==> src/rtl/core/ipf_pkg.sv <==
`timescale 1ns / 1ps
// Shared types and constants of the ingress port filter.
package ipf_pkg;

   localparam int INTERFACE_COUNT_DEF = 10;
   localparam int PORT_RULES_DEF      = 1024;
   localparam int QUEUE_DEPTH         = 4;
   localparam int ROW_W               = 32;
   localparam int INTF_W              = 6;
   localparam int PORT_W              = 16;

   typedef enum logic [2:0] {
      CAUSE_TRUNCATED = 3'd0,
      CAUSE_NON_IP    = 3'd1,
      CAUSE_ARP       = 3'd2,
      CAUSE_OTHER     = 3'd3,
      CAUSE_NO_RULES  = 3'd4,
      CAUSE_HIGH_PORT = 3'd5,
      CAUSE_ALLOWED   = 3'd6,
      CAUSE_DENIED    = 3'd7
   } cause_type;

   typedef enum logic [1:0] {
      ENTRY_WRITE  = 2'd0,
      ENTRY_LOOKUP = 2'd1,
      ENTRY_DONE   = 2'd2
   } entry_kind_type;

   typedef struct packed {
      entry_kind_type     kind;
      cause_type          cause;
      logic               allow;
      logic [INTF_W-1:0]  intf;
      logic [1:0]         proto;
      logic [PORT_W-1:0]  port;
   } entry_type;

endpackage

==> src/rtl/core/ipf_queue.sv <==
`timescale 1ns / 1ps
// Short command queue between the parser and the rule lookup.
module ipf_queue (
   input  logic                clock,
   input  logic                reset,
   input  logic                push_valid,
   input  ipf_pkg::entry_type  push_entry,
   output logic                push_ready,
   input  logic                pop,
   output logic                head_valid,
   output ipf_pkg::entry_type  head_entry
);

   localparam int PTR_W = $clog2(ipf_pkg::QUEUE_DEPTH);
   localparam int CNT_W = $clog2(ipf_pkg::QUEUE_DEPTH + 1);

   ipf_pkg::entry_type store_ff [ipf_pkg::QUEUE_DEPTH];
   logic [PTR_W-1:0]   wr_ptr_ff, wr_ptr_in;
   logic [PTR_W-1:0]   rd_ptr_ff, rd_ptr_in;
   logic [CNT_W-1:0]   count_ff, count_in;
   logic               do_push;
   logic               do_pop;

   assign push_ready = count_ff != CNT_W'(ipf_pkg::QUEUE_DEPTH);
   assign head_valid = count_ff != '0;
   assign head_entry = store_ff[rd_ptr_ff];
   assign do_push    = push_valid && push_ready;
   assign do_pop     = pop && head_valid;

   always_comb begin
      wr_ptr_in = do_push ? wr_ptr_ff + 1'b1 : wr_ptr_ff;
      rd_ptr_in = do_pop ? rd_ptr_ff + 1'b1 : rd_ptr_ff;
      count_in  = count_ff;
      if (do_push && !do_pop) begin
         count_in = count_ff + 1'b1;
      end else if (do_pop && !do_push) begin
         count_in = count_ff - 1'b1;
      end
   end

   always_ff @(posedge clock) begin
      if (reset) begin
         wr_ptr_ff <= '0;
         rd_ptr_ff <= '0;
         count_ff  <= '0;
      end else begin
         wr_ptr_ff <= wr_ptr_in;
         rd_ptr_ff <= rd_ptr_in;
         count_ff  <= count_in;
      end
   end

   always_ff @(posedge clock) begin
      if (do_push) begin
         store_ff[wr_ptr_ff] <= push_entry;
      end
   end

endmodule

==> config.mk <==
export PLATFORM = sky130hd
export DESIGN_NAME = ipf_queue
export DESIGN_NICKNAME = d
export VERILOG_FILES = /design/src/rtl/core/ipf_pkg.sv /design/src/rtl/core/ipf_queue.sv
export SDC_FILE = /design/constraint.sdc
export NUM_CORES = 1
export LEC_CHECK = 0
export BUFFER_PORTS_ARGS = -buffer_cell sky130_fd_sc_hd__buf_2
export CAP_MARGIN = 20
export CORE_ASPECT_RATIO = 0.7
export CORE_MARGIN = 1
export CORE_UTILIZATION = 28
export CTS_BUF_LIST = sky130_fd_sc_hd__clkbuf_4
export DETAILED_ROUTE_END_ITERATION = 12
export SETUP_SLACK_MARGIN = 0.4
export SLEW_MARGIN = 20
export SYNTH_ARGS = -nofsm -noshare
export SYNTH_HDL_FRONTEND = slang
export SYNTH_SLANG_ARGS = --single-unit
==> constraint.sdc <==
create_clock -name clock -period 1.9 [get_ports clock]
set_input_delay 0.285 -clock clock [delete_from_list [all_inputs] [get_ports clock]]
set_output_delay 0.285 -clock clock [all_outputs]
set_load 0.005 [all_outputs]
; After elaboration in Yosys (flattened, before gate mapping)
; Memories as Yosys holds them, arrays and structs flattened. A register that Yosys moved wholly into a read port is not among the register bits.
; Index checks and enable logic that the tools add are counted.
[classes]
n_reduce_logical = 8
mux = 6
n_mul = 0
addsub = 4
div_mod_pow = 0
n_shift = 0
n_bitwise = 0
eq_ne = 1
order_cmp = 0
[ops]
columns = op, n
row1 = $mux 3, 2
row2 = $add 2x1->2 const B, 2
row3 = $logic_and 1x1->1, 4
row4 = $mux 2, 2
row5 = $add 3x1->3 const B, 1
row6 = $ne 3x3->1 const B, 1
row7 = $reduce_bool 3->1, 1
row8 = $sub 3x1->3 const B, 1
row9 = $logic_not 1->1, 2
row10 = $mux 1, 2
row11 = $reduce_bool 2->1, 1
[word_totals]
n_memories = 1
in_bits = 34
latchBits = 0
ramBits = 120
register_bits = 7
mem_bits_ro = 0
[memory_table]
columns = name, words, width, read_ports, rd_ports_with_merged_regs, write_ports, line
row1 = store_ff, 4, 30, 1, 1, 1, ipf_queue.sv:17  ; ipf_pkg::entry_type store_ff [ipf_pkg::QUEUE_DEPTH];

; Logic depth before layout (Yosys ltp)
[depth]
word_depth = 6
depth_mapped = 8

; Worst setup path before layout
; Ideal clock, no wire load.
[synth_path]
path_type = register to register
start = reg count_ff[0]
end = reg count_ff[2]
path_stages_with_launch = 9
synth_period_minus_slack_ps = 2009
path_buffers = 0
setup_slack_ps = -109
t_arrival_ps = 1939
required_time_ps = 1830
cell_sequence = dfxtp_1 -> nor2_2 -> a21boi_4 -> ha_1 -> inv_1 -> fa_1 -> xor2_1 -> or3_1 -> a21oi_1
[synth_between]
elab_chain_cells = 5
word_cells_on_any_way = 13
classes_between = add/sub: 2 / eq/ne: 1 / mux: 2 / reduce/logical: 8
[synth_rtl]
columns = item, line
row1 = start: declaration, ipf_queue.sv:20  ; logic [CNT_W-1:0] count_ff, count_in;
row2 = start signal: assignment, ipf_queue.sv:49  ; count_ff <= count_in;
row3 = $ne 3x3->1 *, ipf_queue.sv:24  ; assign push_ready = count_ff != CNT_W'(ipf_pkg::QUEUE_DEPTH);
row4 = $logic_and 1x1->1 *, ipf_queue.sv:27  ; assign do_push = push_valid && push_ready;
row5 = via do_push, ipf_queue.sv:21  ; logic do_push;
row6 = $logic_not 1->1, ipf_queue.sv:36  ; end else if (do_pop && !do_push) begin
row7 = $logic_and 1x1->1, ipf_queue.sv:36
row8 = $reduce_bool 2->1 (no line), n/a
; The timed path passes the listed nets; every way through them passes the cells marked *. The select of a mux whose other input is x is not followed.
; A chain may end at the register's enable or synchronous reset.

==> flow_summary.toml <==
[place]
dp.cells = 500
io_buffer_count = 65
dp_hpwl_mm = 5.79
place_congestion = 0.655

[die]
coreArea_um2 = 16500
die_area_um2 = 17700
start_util_pct = 29.1
dieWidth_um = 159
num_rows = 39
ios = 66
die_height_um = 112

[setup_path]
cp-end-kind = "output port"
required_ns = 1.62
cp-start-kind = "flip-flop"
crit_arrival_ns = 1.78
path_class = "reg -> out"
reg2reg_depth = 7
rrSetupSlack_ns = 0
r2r-end = "count_ff[2]"
crit_fanout = 14
r2r-start = "count_ff[0]"

[synth]
synthCells = 204
synth_compound_area_share_pct = 1.04
synth_top_family_by_area = "multiplexers"
synth_top_area_share_pct = 74.9
yosysSeqAreaShare_pct = 78.6
yosysTopAreaCell = "edfxtp_1"
synth_nets = 244
synth.distinct_cells = 23
synth_fa_ha_area_share_pct = 1.72
synth-seq-cells = 129
synth_simple_gate_area_share_pct = 1.79
yosys.area_share.xor_xnor_pct = 0.728
muxShareOfSynthArea_pct = 14.8
netlist_area_um2 = 4810
synth_area_leaders = "edfxtp_1 75%, mux4_2 14%, dfxtp_1 3.7%"
syn_avg_cell_area_um2 = 23.6
ys_warn_count = 0

[flow_run]
cap_violations = 0

[clocking]
path_clk_slew_ns = 0.12
clockBufferDepth = 2
numCtsBuffers = 17
clock_sinks = 129
clkLatencyLatePin_ns = 0.50
cts_tree = "built"
root_buffer = "clkbuf_4"
cts_max_level = 4

[run_status]
violations = "setup timing"
status = "finished, violations left"

[worst_hold_path]
hold_path_depth = 4
hold_start = "pop"
hold_path_class = "in -> reg"

[sta]
finalWorstSetupSlack_ns = -0.167
timing.fmax_ghz = 0.484
worstMarginPinSlew_ns = 0.306
skew_ns = 0.0160
min_period_ns = 2.07
slew_viol_final = 0
finalCritPeriodShare_pct = 109
rsz0062_at_grt = "yes"
holdWs_ns = 0.223
finalHoldViolations = 0
relSlewSlack_pct = 79.3
setup_viol = 31
setup_tns_ns = -3.93

[pwr]
p_int_mw = 5.83
pwr-share-clk_pct = 26.3
power_mw = 7.93
combPwrFrac_pct = 28.3
vdd_ir_drop_max_v = 0.000415
netSwitchingFraction_pct = 26.5
power.density_nw_per_um2 = 1220
power_switching_mw = 2.10
power.leakage_nw = 2.25
seqPwrFrac_pct = 45.5

[route]
viasPerCell = 4.22
dr.pass1.iters = 6
drcViolationCount = 0
drt-initial-drc-count = 137
wl_per_cell_um = 16.8
num_vias = 2443
drt_wl_total_mm = 9.72
final_antenna_net_count = 0

[global_route]
grt_pass1_wl_mm = 14.6
grt_max_degree = 17
grt_pass1_vias = 2694
grt_overflow = 0
grt_use_total_pct = 11.6
antenna_found_initial = 0

[layout]
stdcell_count = 579
fill_cells = 1523
final_core_util_pct = 39.2
area_delta_synth_final_pct = 34.8
final-seq-area_um2 = 3800
drive_gt1_share_pct = 48.6
antenna-diode-count = 0
multi_input_area_um2 = 1000
fin_nets = 381
[layout by cell type, fill, tap and decap left out, types with 3 or more instances in the layout]
master,synthesis,routed
edfxtp_1,120,120
buf_2,3,60
dlygate4sd3_1,0,31
mux4_2,30,30
clkbuf_4,0,18
buf_6,3,12
buf_4,0,10
buf_12,0,8
nor2_1,7,7
and2_4,0,4
xor2_1,4,4
ha_1,5,4
bufinv_16,0,4
clkinv_2,0,4
dfxtp_1,9,4
dfxtp_4,0,3
clkinvlp_4,0,3
clkbuf_16,0,3
[synth_stat cells, drive strengths merged]
cell	number
a21boi	1
a21oi	1
and2	4
buf	6
clkbuf	1
dfxtp	9
edfxtp	120
fa	1
ha	5
inv	3
mux2	1
mux2i	2
mux4	30
nand2	1
nand2b	2
nor2	8
o21ai	1
o311ai	1
o31ai	1
or3	2
xor2	4
[what timing repair did]
item	4_1_cts	5_1_grt
buffers inserted	9	4
pin swaps	10	5
cloned	0	3
gates resized for setup	7	15
setup endpoints to repair	129	105
hold buffers	31	0
endpoints found under the hold margin	121	0
[logic make-up after synthesis]
logic type / after synthesis
adders and majority gates: 6
DFF: 129
xor gates and xnor gates: 4
buffers and inverters: 10
and+or+nand+nor: 17
AOI/OAI and AO/OA: 5
muxes: 33
[per-stage QoR]
step	worst slack, ns	area (um2)
after floorplan	0.0645	4860
after global placement	0.0335	5600
after detailed placement	-0.0231	5600
after CTS	-0.241	6320
after global routing	-0.304	6490
final	-0.167	6490
[state kept, by name (all words and copies together) (netlist names), named ones only]
name and flops:
store_ff 120, rd_ptr_ff 2, count_ff 3, wr_ptr_ff 2
[worst max path at each step]
stage,to,startpoint,cells past startpoint
detailed placement,count_ff[2],count_ff[0],7
finish,head_entry[24],flip-flop,3
global route,head_entry[16],flip-flop,3
floorplan,count_ff[2],count_ff[0],7
CTS,head_entry[24],flip-flop,3
global placement,count_ff[2],count_ff[0],7
[routing by layer]
layer	routed length (um)	vias up	GRT usage, %	part of all wire (%)
met2	4740	58	18.5	49
met1	4470	1251	14.2	46
met3	429	9	4.59	4.4
met4	86	0	4.04	0.89
li1	-	1125	-	-
met5	0	-	0	0
[cell type report]
| type | count | area share (%) |
|---|---|---|
| Clock buffer | 18 | 2.08 |
| Multi-Input combinational cell | 65 | 15.5 |
| Tap cell | 225 | 4.34 |
| Inverter | 3 | 0.174 |
| Clock inverter | 14 | 2.91 |
| Timing Repair Buffer | 125 | 16.5 |
| Sequential cell | 129 | 58.5 |
[worst max-delay path: stages, from the launching register on]
cell     delay, ns
dfxtp_4       0.42
buf_12        0.18
mux4_2        0.54
buf_6         0.13
[power groups by stage]
stage	Clock, mW	Combinational, mW	Sequential [mW]
final	2.08	2.24	3.61
after global placement	0	1.87	3.65
after CTS	2.15	2.04	3.60
after detailed placement	0	1.89	3.67
after global routing	2.28	2.47	3.64
after floorplan	0	1.16	3.63
No activity file was read; power rests on OpenSTA's default activity.
