==> src/rtl/core/ipf_pkg.sv <==
`timescale 1ns / 1ps
// Shared types and constants of the ingress port filter.
package ipf_pkg;

   localparam int INTERFACE_COUNT_DEF = 10;
   localparam int PORT_RULES_DEF      = 1024;
   localparam int QUEUE_DEPTH         = 4;
   localparam int ROW_W               = 32;
   localparam int INTF_W              = 6;
   localparam int PORT_W              = 16;

   typedef enum logic [2:0] {
      CAUSE_TRUNCATED = 3'd0,
      CAUSE_NON_IP    = 3'd1,
      CAUSE_ARP       = 3'd2,
      CAUSE_OTHER     = 3'd3,
      CAUSE_NO_RULES  = 3'd4,
      CAUSE_HIGH_PORT = 3'd5,
      CAUSE_ALLOWED   = 3'd6,
      CAUSE_DENIED    = 3'd7
   } cause_type;

   typedef enum logic [1:0] {
      ENTRY_WRITE  = 2'd0,
      ENTRY_LOOKUP = 2'd1,
      ENTRY_DONE   = 2'd2
   } entry_kind_type;

   typedef struct packed {
      entry_kind_type     kind;
      cause_type          cause;
      logic               allow;
      logic [INTF_W-1:0]  intf;
      logic [1:0]         proto;
      logic [PORT_W-1:0]  port;
   } entry_type;

endpackage

==> src/rtl/core/ipf_front.sv <==
`timescale 1ns / 1ps
// Byte parser: walks frame headers and queues one command per frame or in-range rule write.
module ipf_front #(
   parameter int INTERFACE_COUNT = ipf_pkg::INTERFACE_COUNT_DEF,
   parameter int PORT_RULES      = ipf_pkg::PORT_RULES_DEF
) (
   input  logic                clock,
   input  logic                reset,
   input  logic                req_valid,
   output logic                req_ready,
   input  logic                req_operation,
   input  logic [7:0]          req_data_byte,
   input  logic                req_last,
   input  logic [31:0]         req_interface_req,
   input  logic [1:0]          req_rule_protocol,
   input  logic [9:0]          req_rule_port,
   input  logic                req_rule_allow,
   input  logic                q_ready,
   input  logic                busy,
   output logic                push_valid,
   output ipf_pkg::entry_type  push_entry
);

   localparam int IFW = (INTERFACE_COUNT > 1) ? $clog2(INTERFACE_COUNT) : 1;

   localparam logic OP_PACKET     = 1'b0;
   localparam logic OP_RULE_WRITE = 1'b1;

   localparam logic [15:0] ET_VLAN  = 16'h8100;
   localparam logic [15:0] ET_QINQ  = 16'h88A8;
   localparam logic [15:0] ET_IPV4  = 16'h0800;
   localparam logic [15:0] ET_IPV6  = 16'h86DD;
   localparam logic [15:0] ET_ARP   = 16'h0806;
   localparam logic [15:0] ET_RARP  = 16'h8035;

   localparam logic [15:0] PROTO_ICMP = 16'd1;
   localparam logic [15:0] PROTO_TCP  = 16'd6;
   localparam logic [15:0] PROTO_UDP  = 16'd17;
   localparam logic [15:0] PROTO_SCTP = 16'd132;

   localparam logic [6:0] ETH_HDR_LEN = 7'd14;
   localparam logic [6:0] OFF_MAX     = 7'd127;

   typedef enum logic [2:0] {
      PH_ETH,
      PH_VLAN1,
      PH_VLAN2,
      PH_IPV4,
      PH_IPV6,
      PH_L4,
      PH_READY,
      PH_DECIDED
   } phase_type;

   function automatic logic [6:0] l4_len(input logic [15:0] proto);
      logic [6:0] len;
      len = 7'd0;
      case (proto)
         PROTO_UDP:  len = 7'd8;
         PROTO_TCP:  len = 7'd20;
         PROTO_ICMP: len = 7'd8;
         PROTO_SCTP: len = 7'd12;
         default:    len = 7'd0;
      endcase
      return len;
   endfunction

   function automatic logic [1:0] proto_index(input logic [15:0] proto);
      logic [1:0] idx;
      idx = 2'd3;
      case (proto)
         PROTO_TCP:  idx = 2'd0;
         PROTO_UDP:  idx = 2'd1;
         PROTO_ICMP: idx = 2'd2;
         default:    idx = 2'd3;
      endcase
      return idx;
   endfunction

   phase_type          phase_ff, phase_in;
   logic [6:0]         off_ff, off_in;
   logic [6:0]         he_ff, he_in;
   logic [15:0]        np_ff, np_in;
   logic [15:0]        port_ff, port_in;
   ipf_pkg::cause_type early_ff, early_in;
   logic               intf_ok_ff, intf_ok_in;
   logic [IFW-1:0]     intf_idx_ff, intf_idx_in;

   logic               accept;
   logic               wr_ok;
   logic [15:0]        ether_type;
   logic [6:0]         proto_off;
   logic [6:0]         l4_len_cur;
   logic [6:0]         l4_len_next;
   logic [6:0]         port_hi_off;

   assign req_ready = q_ready && !busy;
   assign accept    = req_valid && req_ready;
   assign wr_ok     = (req_interface_req < 32'(INTERFACE_COUNT))
                   && ({22'd0, req_rule_port} < 32'(PORT_RULES));
   assign ether_type  = np_ff | {8'h00, req_data_byte};
   assign proto_off   = (phase_ff == PH_IPV4) ? (he_ff - 7'd11) : (he_ff - 7'd34);
   assign l4_len_cur  = l4_len(np_ff);
   assign l4_len_next = l4_len(np_in);
   assign port_hi_off = (np_ff == PROTO_ICMP) ? (he_ff - l4_len_cur)
                                              : (he_ff - l4_len_cur + 7'd2);

   always_comb begin
      phase_in    = phase_ff;
      off_in      = off_ff;
      he_in       = he_ff;
      np_in       = np_ff;
      port_in     = port_ff;
      early_in    = early_ff;
      intf_ok_in  = intf_ok_ff;
      intf_idx_in = intf_idx_ff;
      push_valid  = 1'b0;
      push_entry  = '0;
      if (accept && req_operation == OP_RULE_WRITE) begin
         if (wr_ok) begin
            push_valid       = 1'b1;
            push_entry.kind  = ipf_pkg::ENTRY_WRITE;
            push_entry.allow = req_rule_allow;
            push_entry.intf  = ipf_pkg::INTF_W'(req_interface_req[IFW-1:0]);
            push_entry.proto = req_rule_protocol;
            push_entry.port  = ipf_pkg::PORT_W'(req_rule_port);
         end
      end else if (accept && req_operation == OP_PACKET) begin
         if (off_ff == 7'd0) begin
            intf_ok_in  = req_interface_req < 32'(INTERFACE_COUNT);
            intf_idx_in = req_interface_req[IFW-1:0];
         end
         case (phase_ff)
            PH_ETH, PH_VLAN1, PH_VLAN2: begin
               if (off_ff == he_ff - 7'd2) begin
                  np_in = {req_data_byte, 8'h00};
               end else if (off_ff == he_ff - 7'd1) begin
                  np_in = ether_type;
                  if ((ether_type == ET_VLAN || ether_type == ET_QINQ)
                        && phase_ff != PH_VLAN2) begin
                     phase_in = (phase_ff == PH_ETH) ? PH_VLAN1 : PH_VLAN2;
                     he_in    = he_ff + 7'd4;
                  end else if (ether_type == ET_IPV4) begin
                     phase_in = PH_IPV4;
                     he_in    = he_ff + 7'd20;
                  end else if (ether_type == ET_IPV6) begin
                     phase_in = PH_IPV6;
                     he_in    = he_ff + 7'd40;
                  end else if (ether_type == ET_ARP || ether_type == ET_RARP) begin
                     phase_in = PH_DECIDED;
                     early_in = ipf_pkg::CAUSE_ARP;
                  end else begin
                     phase_in = PH_DECIDED;
                     early_in = ipf_pkg::CAUSE_NON_IP;
                  end
               end
            end
            PH_IPV4, PH_IPV6: begin
               if (off_ff == proto_off) begin
                  np_in = {8'h00, req_data_byte};
               end
               if (off_ff == he_ff - 7'd1) begin
                  if (l4_len_next == 7'd0) begin
                     phase_in = PH_DECIDED;
                     early_in = ipf_pkg::CAUSE_OTHER;
                  end else begin
                     phase_in = PH_L4;
                     he_in    = he_ff + l4_len_next;
                  end
               end
            end
            PH_L4: begin
               if (off_ff == port_hi_off) begin
                  port_in = {req_data_byte, 8'h00};
               end else if (off_ff == port_hi_off + 7'd1) begin
                  port_in = port_ff | {8'h00, req_data_byte};
               end
               if (off_ff == he_ff - 7'd1) begin
                  phase_in = PH_READY;
               end
            end
            default: ;
         endcase
         if (req_last) begin
            push_valid       = 1'b1;
            push_entry.kind  = ipf_pkg::ENTRY_DONE;
            push_entry.intf  = ipf_pkg::INTF_W'(intf_idx_in);
            push_entry.proto = proto_index(np_in);
            push_entry.port  = port_in;
            if (phase_in == PH_DECIDED) begin
               push_entry.cause = early_in;
            end else if (phase_in != PH_READY) begin
               push_entry.cause = ipf_pkg::CAUSE_TRUNCATED;
            end else if (!intf_ok_in) begin
               push_entry.cause = ipf_pkg::CAUSE_NO_RULES;
            end else if ({1'b0, port_in} >= 17'(PORT_RULES)) begin
               push_entry.cause = ipf_pkg::CAUSE_HIGH_PORT;
            end else begin
               push_entry.kind = ipf_pkg::ENTRY_LOOKUP;
            end
            phase_in = PH_ETH;
            off_in   = 7'd0;
            he_in    = ETH_HDR_LEN;
            np_in    = 16'd0;
            port_in  = 16'd0;
            early_in = ipf_pkg::CAUSE_TRUNCATED;
         end else if (off_ff != OFF_MAX) begin
            off_in = off_ff + 7'd1;
         end
      end
   end

   always_ff @(posedge clock) begin
      if (reset) begin
         phase_ff    <= PH_ETH;
         off_ff      <= 7'd0;
         he_ff       <= ETH_HDR_LEN;
         np_ff       <= 16'd0;
         port_ff     <= 16'd0;
         early_ff    <= ipf_pkg::CAUSE_TRUNCATED;
         intf_ok_ff  <= 1'b1;
         intf_idx_ff <= '0;
      end else begin
         phase_ff    <= phase_in;
         off_ff      <= off_in;
         he_ff       <= he_in;
         np_ff       <= np_in;
         port_ff     <= port_in;
         early_ff    <= early_in;
         intf_ok_ff  <= intf_ok_in;
         intf_idx_ff <= intf_idx_in;
      end
   end

endmodule

==> config.mk <==
export PLATFORM = sky130hd
export DESIGN_NAME = ipf_front
export DESIGN_NICKNAME = d
export VERILOG_FILES = /design/src/rtl/core/ipf_pkg.sv /design/src/rtl/core/ipf_front.sv
export SDC_FILE = /design/constraint.sdc
export NUM_CORES = 1
export LEC_CHECK = 0
export BUFFER_PORTS_ARGS = -buffer_cell sky130_fd_sc_hd__buf_2
export CAP_MARGIN = 20
export CORE_MARGIN = 2
export CORE_UTILIZATION = 40
export DETAILED_ROUTE_END_ITERATION = 10
export SYNTH_ARGS = -nofsm -noshare
export SYNTH_HDL_FRONTEND = slang
export SYNTH_SLANG_ARGS = --single-unit
==> constraint.sdc <==
create_clock -name clock -period 5.5 [get_ports clock]
set_input_delay 0.55 -clock clock [delete_from_list [all_inputs] [get_ports clock]]
set_output_delay 0.55 -clock clock [all_outputs]
set_load 0.02 [all_outputs]
* Word level (Yosys, flattened, before mapping)
Cells that the tools add are included.
Word-level totals: logic and storage cells 161, flip-flop bits (word level) 57, output and inout bits 32, input bits 60
Operators by class: muxes and demuxes 79, bitwise logic cells 4, $lt $le $gt $ge 2, add/subtract/negate cells 12, reductions and logical operators 20, equality and inequality tests 36
Operator list (number):
- $mux W16 | 14
- $mux W7 | 12
- $mux W3 | 22
- $eq A16 B16 Y1 const B | 4
- $eq A16 B1 Y1 const B | 3
- $eq A16 B3 Y1 const B | 3
- $eq A16 B5 Y1 const B | 3
- $mux W22 | 2
- $eq A7 B7 Y1 | 5
- $eq A16 B12 Y1 const B | 2
- $eq A16 B8 Y1 const B | 2
- $lt A32 B4 Y1 const B | 1
- $or A16 B8 Y16 | 2
- $pmux W16 S2 | 1
- $pmux W5 S3 | 2
- $mux W25 | 1
- $mux W24 | 1
- $mux W2 | 9
- $ge A16 B11 Y1 const B | 1
- $ne A3 B3 Y1 const B | 5
- $add A7 B1 Y7 const B | 2
- $logic_not A7 Y1 | 2
- $pmux W7 S2 | 1
- $mux W5 | 2
- 33 further kinds | 51

* Depth between registers and ports, before layout
word-level depth 25, mapped depth 23

* Least setup slack after synthesis
Ideal clock, no wire load.
kind reg2out, start register np_ff[9], end output push_entry[27] in the netlist's numbering, cell stages (with the launch flop) 16, arrival 5040 ps, setup slack -90 ps, cell sequence dfxtp_1 > or4_1 > nand4b_1 > or4_1 > ha_1 > nor2b_1 > o21a_1 > or3_1 > a21oi_1 > xnor2_1 > or4_1 > a2111oi_4 > nand2_1 > mux2i_1 > nor2b_1 > a2111oi_2
RTL lines:
- start, declared | RTL line ipf_front.sv:83 | logic [15:0] np_ff, np_in;
- start signal, assigned | RTL line ipf_front.sv:227 | np_ff <= np_in;
- end, declared | RTL line ipf_front.sv:21 | output ipf_pkg::entry_type push_entry

==> results.sh <==
export IMPL_cp_slowest_cell="or4_4"
export IMPL_ant_nets=0
export IMPL_dpl_hpwl_um=14220
export IMPL_end_kind="primary output"
export IMPL_synthMuxAreaShare_pct=2.770
export IMPL_timing_rr_end="he_ff[3]"
export IMPL_min_path_cells=2
export IMPL_insertion_delay_ps=320
export IMPL_wl_per_cell_um=19.10
export IMPL_fin_setup_tns_ps=0
export IMPL_die_w_um=118.5
export IMPL_detail_route_iter0_violations=401
export IMPL_cp_start_kind="flop"
export IMPL_cp_max_fo=4
export IMPL_fin_skew_ps=10.63
export IMPL_grt_pass1_wl_um=30460
export IMPL_crit_reg2reg_launch="he_ff[2]"
export IMPL_maxSlewViolCount=0
export IMPL_whs_endpoint="early_ff[2]"
export IMPL_synth_compound_area_share_pct=27.94
export IMPL_wl_um=19080
export IMPL_clk_pin_slew_ps=80
export IMPL_yosys_area_share_simple_pct=32.12
export IMPL_fillers=1330
export IMPL_vias=6060
export IMPL_cellPowerDensity_nw_per_um2=133.0
export IMPL_synth_ff_type="dfxtp_1"
export IMPL_die_area_um2=14030
export IMPL_synth_most_common_cell="nor2_1"
export IMPL_synth_top_family_by_area="simple AND/OR/NAND/NOR gates"
export IMPL_crit_buf_inv=1
export IMPL_ys_warn_count=0
export IMPL_setup_viol=0
export IMPL_grt_usage_pct=26.97
export IMPL_io_pins=92
export IMPL_dpl_worst_slack_ps=103.6
export IMPL_finalCritPeriodShare_pct=98.76
export IMPL_slowest_delay_ps=530
export IMPL_start_util_pct=41.19
export IMPL_arrival_ps=4880
export IMPL_r2r_slack_ps=540
export IMPL_ys_seq_area_share_pct=21.39
export IMPL_path_delay_family="simple AND/OR/NAND/NOR gates"
export IMPL_area_growth_pct=21.13
export IMPL_crit_chain="or4_4, nand4b_1, or4_4, ha_4, nor2b_1, o21a_1, or3_1, a21oi_2, xnor2_1, or4_4, a2111oi_4, nand2_1, mux2i_1, nor2b_4, a2111oi_4, buf_4"
export IMPL_core_area_um2=12720
export IMPL_row_count=41
export IMPL_synth_top_area_cell="dfxtp_1"
export IMPL_rr_worst_depth=16
export IMPL_hold_path_startpoint="early_ff[2]"
export IMPL_max_slew_margin_pct=36.00
export IMPL_synthAdderAreaFrac_pct=5.062
export IMPL_htree_levels=2
export IMPL_synthTopCellsByArea="dfxtp_1 21%, nor2_1 6.9%, nand2_1 5.9%, a21oi_1 5.2%, ha_1 4.3%"
export IMPL_cts_root_buf="clkbuf_16"
export IMPL_ys_types=77
export IMPL_synth_edf_count=0
export IMPL_critical_path_class="flop to primary output"
export IMPL_max_freq_mhz=184.1
export IMPL_rsz0062_at_grt="true"
export IMPL_grt_max_degree=49
export IMPL_drive_gt1_share_pct=23.10
export IMPL_grt_overflow=0
export IMPL_setup_ws_ps=68.14
export IMPL_synth_commonest_cells="96 x nor2_1, 82 x nand2_1, 56 x dfxtp_1, 54 x a21oi_1, 43 x clkbuf_1"
export IMPL_maxCapViolations=0
export IMPL_portBuffers=89
export IMPL_hold_viol_final=0
export IMPL_fin_nets=906
export IMPL_synth_xor_area_share_pct=5.372
export IMPL_synth_top_area_share_pct=21.39
export IMPL_min_period_ps=5432
export IMPL_syn_avg_cell_area_um2=7.091
export IMPL_worstMarginPinSlew_ps=960.0
export IMPL_insertedDiodeCount=0
export IMPL_cts_sinks=56
export IMPL_tritoncts="built"
export IMPL_hp_class="flop to flop"
export IMPL_cts_hold_buf=0
export IMPL_cpMostUsedCell="or4_4"
export IMPL_grt_pass1_vias=5810
export IMPL_status="completed"
export IMPL_leakagePower_uw=0.002641
export IMPL_antenna_found_initial=0
export IMPL_routabilityCongestion=0.9391
export IMPL_drc_errors=0
export IMPL_dr_pass1_iters=5
export IMPL_ys_seq_elements=56
export IMPL_cp_required_ps=4950
export IMPL_die_height_um=118.5
export IMPL_via_per_inst=6.066
export IMPL_cts_max_path_buffers=2
export IMPL_synth_cells=739
export IMPL_async_flop_share_pct=0
export IMPL_synth_area_um2=5240
export IMPL_cts_buffers=5
export IMPL_peakVddDrop_mv=0.1080
through the flow:
| step | power (µW) | hold slack, ps | util [%] | instances | cell area, µm² |
|---|---|---|---|---|---|
| after floorplan | 469.0 | 418.7 | - | 740 | 5261 |
| after global placement | 511.3 | 438.5 | 47.42 | 988 | 6033 |
| after detailed placement | 513.0 | 443.4 | 47.42 | 988 | 6033 |
| after CTS | 847.1 | 455.1 | 49.14 | 1001 | 6252 |
| after global routing | 872.6 | 475.3 | 49.89 | 999 | 6347 |
| final | 844.3 | 451.4 | 49.89 | 999 | 6347 |
layout by cell type, fill, tap and decap left out, drive strengths merged, types with 8 or more instances in the layout:
master	n
a211oi	8
dfxtp	56
nand4	10
nor3	26
a22oi	25
a21oi	56
nand3	27
nor2b	8
o211ai	8
ha	18
xor2	11
a21o	10
nand2	83
nor4	17
inv	18
and3	10
buf	131
mux2i	10
a22o	17
xnor2	16
or2	9
nand3b	8
o21ai	34
nor2	97
nand2b	10
final cells by class:
class / count / area, µm² / area share (%)
Multi-Input combinational cell: 614 / 4011 / 63.20
Inverter: 18 / 67.56 / 1.064
Timing Repair Buffer: 131 / 789.5 / 12.44
Sequential cell: 56 / 1122 / 17.68
Clock buffer: 7 / 132.6 / 2.089
Tap cell: 172 / 215.2 / 3.390
Clock inverter: 1 / 8.758 / 0.1380
cells by family (layout without fill, tap and decap cells):
| kind of cell | count (synthesis) | count (layout) |
|---|---|---|
| AO/OA/AOI/OAI | 212 | 212 |
| XOR/XNOR | 29 | 29 |
| adder cells (fa/ha/maj) | 20 | 20 |
| buffers and inverters | 70 | 157 |
| flip-flops | 56 | 56 |
| multiplexers | 14 | 14 |
| other | 1 | 2 |
| AND/OR/NAND/NOR | 337 | 337 |
flip-flops by register name, summed over array words and instances (netlist names):
name and cells:
early_ff 3, he_ff 6, intf_ok_ff 1, off_ff 7
intf_idx_ff 4, phase_ff 3, port_ff 16, np_ff 16
worst register-to-register path, cell delays in order, from the launching register on:
cell       delay (ps)
dfxtp_1           310
inv_1             210
ha_1              230
nor4b_1           290
xor2_1            180
or4_4             610
nor3_4            200
nand2_2           110
a32o_1            300
a22o_1            230
or4_4             590
nand2b_1          180
o21ba_2           240
ha_1              170
fa_1              420
a2111oi_0         430
a21oi_1           130
power by group:
| group | internal, µW | switching (µW) | total, µW |
|---|---|---|---|
| sequential | 407 | 3.09 | 410 |
| combinational | 36.3 | 61.7 | 98.0 |
| clock | 171 | 165 | 336 |
how the worst max path moves through the flow:
stage | from | to | slack (ps) | depth (start not counted)
after global routing | np_ff[10] | push_entry[27] | -90 | 16
after CTS | np_ff[10] | push_entry[27] | 3 | 16
final | np_ff[10] | push_entry[27] | 70 | 16
after floorplan | np_ff[9] | push_entry[10] | 20 | 16
after global placement | np_ff[9] | push_entry[28] | 180 | 16
after detailed placement | np_ff[9] | push_entry[28] | 100 | 16
layer usage:
metal,track usage (%),share of wire (%),up-vias,wire [µm]
met5,0,0,-,0
met4,8.408,2.5,0,471
met3,4.633,8.3,39,1593
met2,43.50,46,282,8791
met1,36.65,43,2883,8224
li1,-,-,2856,-
repair_timing:
item,4_1_cts,5_1_grt
buffers inserted,5,0
pin swaps,8,13
endpoints found under the setup margin,20,21
cloned,0,0
gates resized for setup,11,23
No activity file was read; power rests on OpenSTA's default activity.
